`config.mk`:
```
export PLATFORM = sky130hd
export DESIGN_NAME = lbb_isqrt
export DESIGN_NICKNAME = d
export VERILOG_FILES = /design/src/sv/lbb_pkg.sv /design/src/sv/lbb_isqrt.sv
export SDC_FILE = /design/constraint.sdc
export NUM_CORES = 2
export LEC_CHECK = 0
export BUFFER_PORTS_ARGS = -buffer_cell sky130_fd_sc_hd__buf_2
export CAP_MARGIN = 20
export CORE_ASPECT_RATIO = 0.75
export CORE_MARGIN = 2
export CORE_UTILIZATION = 59
export DETAILED_ROUTE_END_ITERATION = 8
export PLACE_DENSITY_LB_ADDON = 0.08
export SYNTH_ARGS = -nofsm -noshare
export SYNTH_HDL_FRONTEND = slang
export SYNTH_SLANG_ARGS = --single-unit
```
`constraint.sdc`:
```
create_clock -name clk -period 4.7 [get_ports clk]
set_input_delay 0.47 -clock clk [delete_from_list [all_inputs] [get_ports clk]]
set_output_delay 0.47 -clock clk [all_outputs]
set_load 0.05 [all_outputs]
```
`src/sv/lbb_pkg.sv`:
```
// Shared types and constants for the longitudinal bucket barrier.
package lbb_pkg;

	localparam int LBB_Z_FRAC_BITS   = 16;
	localparam int LBB_MOM_FRAC_BITS = 24;
	localparam int LBB_LEN_W         = 31;
	localparam int LBB_REM_NB        = 33;
	localparam int LBB_SQ_W          = 64;

	typedef struct packed {
		logic        particle_valid;
		logic [31:0] z_pos;
		logic [31:0] px_mom;
		logic [31:0] py_mom;
		logic [31:0] dp_over_p;
	} item_t;

	typedef struct packed {
		logic [31:0] z_out;
		logic [31:0] dp_out;
		logic        reflected;
		logic        momentum_error;
	} result_t;

	// Sideband alongside the remainder pipeline.
	typedef struct packed {
		logic                 outside;
		logic                 pos;
		logic                 rneg;
		logic [LBB_LEN_W-2:0] half;
		logic [31:0]          ad;
		logic [31:0]          apx;
		logic [31:0]          apy;
		logic [31:0]          z;
		logic [31:0]          dp;
	} rem_sb_t;

	// Sideband alongside the inner root.
	typedef struct packed {
		logic        outside;
		logic        err;
		logic [63:0] d2;
		logic [31:0] z_new;
		logic [31:0] z;
		logic [31:0] dp;
	} isq1_sb_t;

	// Sideband alongside the outer root.
	typedef struct packed {
		logic        outside;
		logic        err;
		logic [31:0] z_new;
		logic [31:0] z;
		logic [31:0] dp;
	} isq2_sb_t;

endpackage

```
`src/sv/lbb_isqrt.sv`:
```
// Pipelined floor square root, one result bit per stage.
module lbb_isqrt import lbb_pkg::*; #(
	parameter int W   = LBB_SQ_W,
	parameter int SBW = 1
) (
	input  logic           clk,
	input  logic           arst_n,
	input  logic           in_vld,
	input  logic [W-1:0]   in_x,
	input  logic [SBW-1:0] in_sb,
	output logic           out_vld,
	output logic [W/2-1:0] out_root,
	output logic [SBW-1:0] out_sb
);

	localparam int N = W / 2;

	logic           vld_s [N+1];
	logic [W-1:0]   x_s   [N+1];
	logic [W-1:0]   res_s [N+1];
	logic [SBW-1:0] sb_s  [N+1];

	assign vld_s[0] = in_vld;
	assign x_s[0]   = in_x;
	assign res_s[0] = '0;
	assign sb_s[0]  = in_sb;

	for (genvar g = 0; g < N; g++) begin : g_stage
		localparam logic [W-1:0] BIT = W'(1) << (W - 2 - 2 * g);
		logic [W-1:0] trial;
		assign trial = res_s[g] + BIT;

		always_ff @(posedge clk or negedge arst_n) begin
			if (!arst_n) begin
				vld_s[g+1] <= 1'b0;
			end else begin
				vld_s[g+1] <= vld_s[g];
			end
		end

		always_ff @(posedge clk) begin
			sb_s[g+1] <= sb_s[g];
			if (x_s[g] >= trial) begin
				x_s[g+1]   <= x_s[g] - trial;
				res_s[g+1] <= (res_s[g] >> 1) + BIT;
			end else begin
				x_s[g+1]   <= x_s[g];
				res_s[g+1] <= res_s[g] >> 1;
			end
		end
	end

	assign out_vld  = vld_s[N];
	assign out_root = res_s[N][W/2-1:0];
	assign out_sb   = sb_s[N];

endmodule

```
==> impl_results.md <==
* # IOs at 102
* Async SR Flop Fraction at 1.24%
* # Max-Cap Violations at 0
* Primary FF master, synth: dfxtp_1
* Vias at 70,600
* Tightest Hold Check Type: primary input to asynchronous set/reset pin
* Nets@finish at 10,500
* Minimum clock period at 4.38 ns
* Pwr Density at 633 mW/mm2
* # port buffers at 101
* Overall Power at 68.6 mW
* Static leakage at 50.1 nW
* H-tree Lvls at 4
* RSZ-0062 raised after global routing: no
* Largest net degree at the start of global routing at 59
* Global route overflow at 0
* Synth Register Bits at 2,576
* TNS Setup at 0 ns
* Worst Path Class, Setup: flop to flop
* GPL Wtd Cong at 0.954
* Final max-slew violation count at 0
* Final setup violating endpoints at 0
* Clk buf depth at 3
* Number of setup buffers added after CTS at 0
* Starting DRT DRC Count at 6,784
* Crit path top cell by count: nor4_1
* Crit path largest cell delay at 0.64 ns
* Fin crit share at 93.1%
* Clock transition at path regs at 0.06 ns
* CP Launch Type: flop
* Most frequent cells in the layout: dfxtp_1 (2,544), inv_1 (692), nor2_1 (662)
* Via density at 5.78
* Max VDD drop at 406 uV
* Worst slew margin at 25.2%
* Area contributors post-synth: dfxtp_1 (53%), ha_1 (7.2%), xnor2_1 (4.0%)
* Final Hold Viols at 0
* Core Area at 0.162 mm2
* Worst Skew at 0.0605 ns
* Die area at 0.167 mm2
* Post-synthesis cell type count at 87
* # rows at 128
* CP Capture Type: flop
* Yosys top cell by area: dfxtp_1
* DRT Pass-1 Iters at 6
* CTS tree: built
* CTS Buf Count at 226
* Commonest non-fill, non-tap cell in the layout: dfxtp_1
* Final HPWL DP at 204 mm
* Post-synth EDFFs at 0
* Crit path cell chain: inv_1 > ha_1 > or4b_2 > nor4_1 > nand4_1 > nor4_1 > nor4b_1 > o211ai_1 > o21ai_1 > buf_4 > nor4_1 > buf_4 > nand2_1 > xnor2_1
* Crit Path Max Fanout at 8
* Routed wire length at 263 mm
* Worst Tran Pin Value at 1.11 ns
* Slowest-stage cell, CP: or4b_2
* Syn_area_per_cell at 10.0 um2
* Die Wd at 471 um
* Post-CTS Resized at 0
* Area Growth Syn to Fin at 12.2%
* Layout cells sized above 1 at 7.33%
* Syn_nets at 10,200
* Synth Instances at 9,618
* Initial core utilization at 59.4%
* Root buf cell: clkbuf_16
* CP arrival at 5.14 ns
* Number of global-route vias before repair at 66,700
* Top cell type's share of synthesized area at 52.8%
* Worst Path Required at 5.46 ns
* DR WL/cell at 21.5 um
* Die Span Y at 354 um
* Netlist Area Pre-Place at 0.0965 mm2
* Post-synthesis sequential area ratio at 53.6%
* Gr usage total at 30.9%
* Status: finished, final reports clean
* Yosys warns at 0
* Initial antenna violation count at 18
* Residual DRC at 0
* Max Clk Rate at 228 MHz
* # clock sinks at 2,576
* Clock latency on the worst-skew pair at 0.88 ns
* First-pass GRT wire length at 401 mm
* DRT antenna net count at 0
==> kinds of logic after synthesis <==
group | share of synthesized area [%]
AND/OR/NAND/NOR | 14.9
AO/OA/AOI/OAI | 11.6
buffers and inverters | 3.55
XOR/XNOR | 7.97
adder cells (fa/ha/maj) | 7.23
flip-flops | 53.6
multiplexers | 1.10
==> per-layer routing <==
metal	track usage, %	vias up	wire, um
met5	0	-	37
met2	40.5	2635	98300
li1	-	33900	-
met1	50.7	33700	137000
met3	6.77	323	23100
met4	5.72	6	4280
==> stage by stage <==
stage               setup slack (ns)  util, %  hold slack, ns  instances  instance area (um2)
floorplan                       1.25        -           0.174       9618                96500
global route                   0.163     66.7           0.186      12200               108000
CTS                            0.348     66.7           0.135      12200               108000
finish                         0.322     66.7           0.183      12200               108000
detailed placement             0.334     61.2           0.312      11700                99400
global placement               0.356     61.2           0.310      11700                99400
==> sequential cells by signal, indices dropped and copies added (netlist names) <==
register,cells
x_s,1984
res_s,496
out_vld,1
sb_s,31
vld_s,31
out_root,32
out_sb,1
==> cell usage after synthesis (34+ instances only) <==
cell type  count
or2_2         45
a21o_1       267
o21bai_1      47
nor4b_1       55
o21ai_0      416
dfxtp_1     2544
or3_1        107
nand3_1      167
o31ai_1       34
a21oi_1      584
ha_1         558
nand2b_1     113
nand2_1      587
nand4_1      146
xnor2_1      444
and3_1        49
o21a_1        94
mux2_2        86
xor2_1       434
nor3_1       263
a31oi_1       62
or4_1         64
nor4_1       334
a211oi_1      56
inv_1        692
nor2_1       664
nor2b_1       71
clkbuf_1     175
==> layout make-up <==
cell class	instances	area [um2]
clock buffer	296	6370
sequential	2576	51700
timing repair buffer	231	1660
inverter	694	2610
multi-input combinational	6140	41400
antenna	3	7.51
clock inverter	122	1780
tap	2145	2680
fill	12700	54100
==> critical path: cells and delay by family, from the launching register on <==
kind,cells,cell delay (ns)
fa+ha+maj,1,0.36
xor+xnor,1,0.14
simple gates,7,2.71
compound gates,2,0.23
buf+inv,3,0.45
flops,1,0.39
==> worst paths after layout <==
check                      slack (ns)   endpoint  depth (start not counted)       start
max                              0.32   x_s[445]                         14  res_s[463]
min                              0.18  vld_s[31]                          2      arst_n
max reg2reg                      0.32   x_s[445]                         14  res_s[463]
min reg2reg                      0.32   x_s[522]                          0    x_s[586]
max in group asynchronous        4.07  vld_s[14]                          2      arst_n
min in group clk                 0.23  x_s[2035]                          2    in_x[51]
==> power by group <==
group	switching [mW]	leakage, nW	internal, mW
Clock	8.60	3.95	11.2
Sequential	5.16	21.7	26.7
Combinational	9.70	24.4	7.18
==> timing repair <==
item | 4_1_cts | 5_1_grt
hold buffers | 68 | 0
endpoints found under the hold margin | 99 | 0
setup endpoints to repair | 0 | 0
Note: power is estimated with default switching activity, not from simulation.
