$ cat src/sv/lbb_pkg.sv
// Shared types and constants for the longitudinal bucket barrier.
package lbb_pkg;

	localparam int LBB_Z_FRAC_BITS   = 16;
	localparam int LBB_MOM_FRAC_BITS = 24;
	localparam int LBB_LEN_W         = 31;
	localparam int LBB_REM_NB        = 33;
	localparam int LBB_SQ_W          = 64;

	typedef struct packed {
		logic        particle_valid;
		logic [31:0] z_pos;
		logic [31:0] px_mom;
		logic [31:0] py_mom;
		logic [31:0] dp_over_p;
	} item_t;

	typedef struct packed {
		logic [31:0] z_out;
		logic [31:0] dp_out;
		logic        reflected;
		logic        momentum_error;
	} result_t;

	// Sideband alongside the remainder pipeline.
	typedef struct packed {
		logic                 outside;
		logic                 pos;
		logic                 rneg;
		logic [LBB_LEN_W-2:0] half;
		logic [31:0]          ad;
		logic [31:0]          apx;
		logic [31:0]          apy;
		logic [31:0]          z;
		logic [31:0]          dp;
	} rem_sb_t;

	// Sideband alongside the inner root.
	typedef struct packed {
		logic        outside;
		logic        err;
		logic [63:0] d2;
		logic [31:0] z_new;
		logic [31:0] z;
		logic [31:0] dp;
	} isq1_sb_t;

	// Sideband alongside the outer root.
	typedef struct packed {
		logic        outside;
		logic        err;
		logic [31:0] z_new;
		logic [31:0] z;
		logic [31:0] dp;
	} isq2_sb_t;

endpackage

$ cat src/sv/lbb_rem.sv
// Pipelined restoring remainder, one dividend bit per stage.
module lbb_rem import lbb_pkg::*; #(
	parameter int NB  = LBB_REM_NB,
	parameter int DW  = LBB_LEN_W,
	parameter int SBW = 1
) (
	input  logic           clk,
	input  logic           arst_n,
	input  logic           in_vld,
	input  logic [NB-1:0]  in_num,
	input  logic [DW-1:0]  in_den,
	input  logic [SBW-1:0] in_sb,
	output logic           out_vld,
	output logic [DW-1:0]  out_rem,
	output logic [SBW-1:0] out_sb
);

	logic           vld_s [NB+1];
	logic [NB-1:0]  num_s [NB+1];
	logic [DW-1:0]  rem_s [NB+1];
	logic [SBW-1:0] sb_s  [NB+1];

	assign vld_s[0] = in_vld;
	assign num_s[0] = in_num;
	assign rem_s[0] = '0;
	assign sb_s[0]  = in_sb;

	// Divisor is the config register; the user must keep it stable while items are in flight (not enforced here).
	for (genvar g = 0; g < NB; g++) begin : g_stage
		logic [DW:0] trial;
		logic [DW:0] diff;
		assign trial = {rem_s[g], num_s[g][NB-1-g]};
		assign diff  = trial - {1'b0, in_den};

		always_ff @(posedge clk or negedge arst_n) begin
			if (!arst_n) begin
				vld_s[g+1] <= 1'b0;
			end else begin
				vld_s[g+1] <= vld_s[g];
			end
		end

		always_ff @(posedge clk) begin
			num_s[g+1] <= num_s[g];
			sb_s[g+1]  <= sb_s[g];
			if (trial >= {1'b0, in_den}) begin
				rem_s[g+1] <= diff[DW-1:0];
			end else begin
				rem_s[g+1] <= trial[DW-1:0];
			end
		end
	end

	assign out_vld = vld_s[NB];
	assign out_rem = rem_s[NB];
	assign out_sb  = sb_s[NB];

endmodule

$ cat config.mk
export PLATFORM = sky130hd
export DESIGN_NAME = lbb_rem
export DESIGN_NICKNAME = d
export VERILOG_FILES = /design/src/sv/lbb_pkg.sv /design/src/sv/lbb_rem.sv
export SDC_FILE = /design/constraint.sdc
export NUM_CORES = 2
export LEC_CHECK = 0
export BUFFER_PORTS_ARGS = -buffer_cell sky130_fd_sc_hd__buf_4
export CAP_MARGIN = 20
export CORE_MARGIN = 10
export CORE_UTILIZATION = 65
export CTS_BUF_LIST = sky130_fd_sc_hd__clkbuf_16
export DETAILED_ROUTE_END_ITERATION = 7
export PLACE_DENSITY_LB_ADDON = 0.12
export SYNTH_ARGS = -nofsm -noshare
export SYNTH_HDL_FRONTEND = slang
export SYNTH_SLANG_ARGS = --single-unit
$ cat constraint.sdc
create_clock -name clk -period 10.06 [get_ports clk]
set_input_delay 3.018 -clock clk [delete_from_list [all_inputs] [get_ports clk]]
set_output_delay 3.018 -clock clk [all_outputs]
set_load 0.005 [all_outputs]
==> key figures <==
Die
  • Core Footprint: approximately 140000 um^2
  • Die W: roughly 390 um
  • # rows: roughly 140
  • Starting Density: 65.3%
  • Die extent in y: 394 um
  • # IOs: ~100
  • Die area: approximately 160000 um^2

STA
  • Fmax: ~140 MHz
  • Setup Total Neg Slack: 0 ns
  • Clock period minus worst slack: roughly 7 ns
  • Slew headroom: between 20 and 25%
  • Final setup vio count: 0
  • Slew Viols, Final: 0
  • Worst Setup Slack, final: 3.11 ns
  • Final setup skew: roughly 0.028 ns
  • Unrepaired setup endpoints after global routing: false
  • Worst slew pin tran: approximately 1.2 ns
  • Final period util: 69.1%
  • Final hold vios: 0

Synth
  • Syn Inst Count: roughly 10000
  • Synth top area cells: dfxtp_1 35%, ha_1 14%, a21oi_1 5.4%, xnor2_1 4.9%, o21ai_0 4.3%
  • Synth Register Bits: 1617
  • Number of synthesized flops with an enable pin: 0
  • Seq/Total Area, Yosys: 35.8%
  • Post-synth ARST share: under 10%
  • Syn_nets: 11200
  • Syn_area_per_cell: between 8 and 9 um^2
  • Synth top area share: 34.9%
  • Main synth FF type: dfxtp_1
  • Yosys cell types: 94
  • Synth Cell Area: ~91000 um^2
  • Leading area contributor after synthesis: dfxtp_1
  • Synth warn: 0

Critical path
  • Slowest stage delay, CP: 0.65 ns
  • CP Capture Type: flop
  • CP Data Arrival Time: 7.65 ns
  • Worst setup path startpoint: in_den[2]
  • Buf/Inv on CP: 4
  • R2R depth: 14
  • R2R setup slack: 5.77 ns
  • CP endpoint: g_stage[31].trial[4]
  • Cell repeated most along the worst path: buf_4
  • Critical path launch point type: primary input
  • Family with the most delay on the worst path: compound AO/OA/AOI/OAI gates
  • Worst Path Required: 10.75 ns
  • Crit path cell chain: buf_4 -> inv_2 -> buf_4 -> ha_1 -> nor2b_1 -> o21ai_0 -> a21boi_0 -> o2111ai_1 -> nand3_1 -> a2111oi_0 -> o31ai_1 -> a41oi_4 -> buf_4 -> mux2_2
  • Reg2reg end: g_stage[17].trial[5]
  • Stages on worst setup path: 14
  • Critical Setup Path Class: in -> reg
  • CP max FO: 37
  • Worst R2R Start: g_stage[16].trial[0]
  • Slowest-stage cell, CP: a41oi_4

Clocking
  • Worst-path clk slew: 0.06 ns
  • Num Clock Sinks: 1617
  • Hold-fix buffers, CTS: 0
  • TritonCTS buffer count: ~170
  • H-tree levels: 4
  • Post-CTS setup buffers: 0
  • Clock Tree Buf Depth: 3
  • Root Buffer: clkbuf_16
  • Post-CTS Resized: 0
  • CTS tree: built
  • Worst skew pair latency: 0.82 ns

GRT
  • Largest net degree at the start of global routing: 62
  • Vias in the first global route: about 73000
  • Total grt overflow: 0
  • Gr usage total: between 30% and 40%
  • Initial antenna violation count: 1
  • Global-route wire length before repair: between 300000 and 400000 um

Placement
  • Post-DP Area: ~94000 um^2
  • RePlAce Congestion: around 0.95
  • Detailed Place HPWL: roughly 180000 um
  • IO buf count: 100
  • Dpl ws: 2.40 ns

Power
  • Leakage power: 45.9 nW
  • Max VDD drop: between 0.15 and 0.2 mV
  • Power Total: between 20 and 25 mW
  • PD cells: approximately 230 nW/um^2

Layout
  • Layout fillers: between 10000 and 15000
  • Core Util, Final: between 70% and 80%
  • Fraction of layout cells with a size suffix above 1: 8.72%
  • Final Instance Area: 99700 um^2
  • Nets@finish: ~11000
  • Commonest cells after routing, fill and taps aside: 1584 x dfxtp_1, 994 x ha_1, 974 x a21oi_1, 830 x nand2_1, 788 x o21ai_0
  • Most common cell after layout, fill and taps aside: dfxtp_1
  • Synth-to-layout area growth: 9.63%

Routing
  • Total wire length: about 250000 um
  • Number of DRC violations after detailed-routing iteration 0: 5464
  • Total iterations of the first detailed-routing run: 6
  • Drc violations: 0
  • Vias: 75800
  • ANT nets after route: 0
  • Avg WL per Cell: 20.3 um
  • Via density: approximately 6.2

Run status
  • Status: completed

Run
  • Max-cap viol count: 0

Hold path
  • Hold Crit Class: reg -> reg
## registers in the layout, summed over array words and instances, names as in the netlist
name / count
g_stage.trial: 1024
out_sb: 1
vld_s: 32
out_vld: 1
sb_s: 32
num_s: 496
out_rem: 31
## final cells by class
class | count | area [um^2] | share of cell area [%]
Clock buffer | 172 | 4300 | 4.32
Antenna cell | 2 | 5.00 | 0.00502
Sequential cell | 1617 | 32500 | 32.6
Clock inverter | 145 | 1380 | 1.38
Multi-Input combinational cell | 7937 | 56400 | 56.6
Tap cell | 1876 | 2350 | 2.35
Timing Repair Buffer | 183 | 1490 | 1.50
Inverter | 325 | 1220 | 1.23
## cell usage after synthesis (16+ instances only)
library cell  instances
xnor2_1             511
nor2_1              669
nor3_1              143
nand2_1             830
and3_1               86
nor2b_1             140
o21a_1              140
o211ai_1             40
xor2_1              334
a21o_1              497
o31a_1               31
or3_1                46
a211o_1              27
or2_2                32
o21ai_0             788
a21oi_1             975
o21ai_1              32
a31o_2               22
nor4_1               37
a21boi_0             39
dfxtp_1            1584
mux2_2              318
and4_1               22
ha_1                994
nand3_1             169
mux2i_1              30
o31ai_1              75
nand4_1             139
dfrtp_1              33
o41ai_1              16
nand2b_1            153
inv_1               325
a31oi_1              98
fa_1                 32
clkbuf_1            181
a211oi_1             55
and2_1               29
buf_2                48
a221oi_1             16
o21bai_1            122
## power by group
group / switching, mW / total, mW / internal (mW)
clock network: 2.78 / 6.32 / 3.54
logic: 4.61 / 8.40 / 3.79
registers: 0.581 / 7.92 / 7.34
## worst min-delay path by stage
stage                     slack, ns                   end  cells after the start  startpoint
after global routing           0.32            num_s[607]                      0  num_s[640]
final                          0.32               sb_s[4]                      0     sb_s[5]
after floorplan                0.31  g_stage[10].trial[0]                      0  num_s[814]
after global placement         0.31            num_s[896]                      0  num_s[929]
after detailed placement       0.31  g_stage[10].trial[0]                      0  num_s[814]
after CTS                      0.32            num_s[767]                      0  num_s[800]
## metrics by stage
step / hold WS (ns) / std cells
finish: 0.319 / 12300
detailed placement: 0.312 / 11900
CTS: 0.320 / 12200
global route: 0.320 / 12300
global placement: 0.309 / 11900
floorplan: 0.310 / 10100
## logic make-up after synthesis
group	share of synthesized area, %
xor gates and xnor gates	8.14
and+or+nand+nor	13.1
muxes	4.45
AOI/OAI and AO/OA	21.7
adders and majority gates	14.4
DFF	35.8
buffers and inverters	2.47
## per-layer routing
layer  global-route usage [%]  vias up  part of all wire [%]
met5                        0        -                 0.011
met4                     18.1        4                   6.7
met3                     4.75      901                   6.2
met2                     52.8     2592                    48
met1                     35.1    35400                    39
li1                         -    36800                     -
Note: power is estimated with default switching activity, not from simulation.
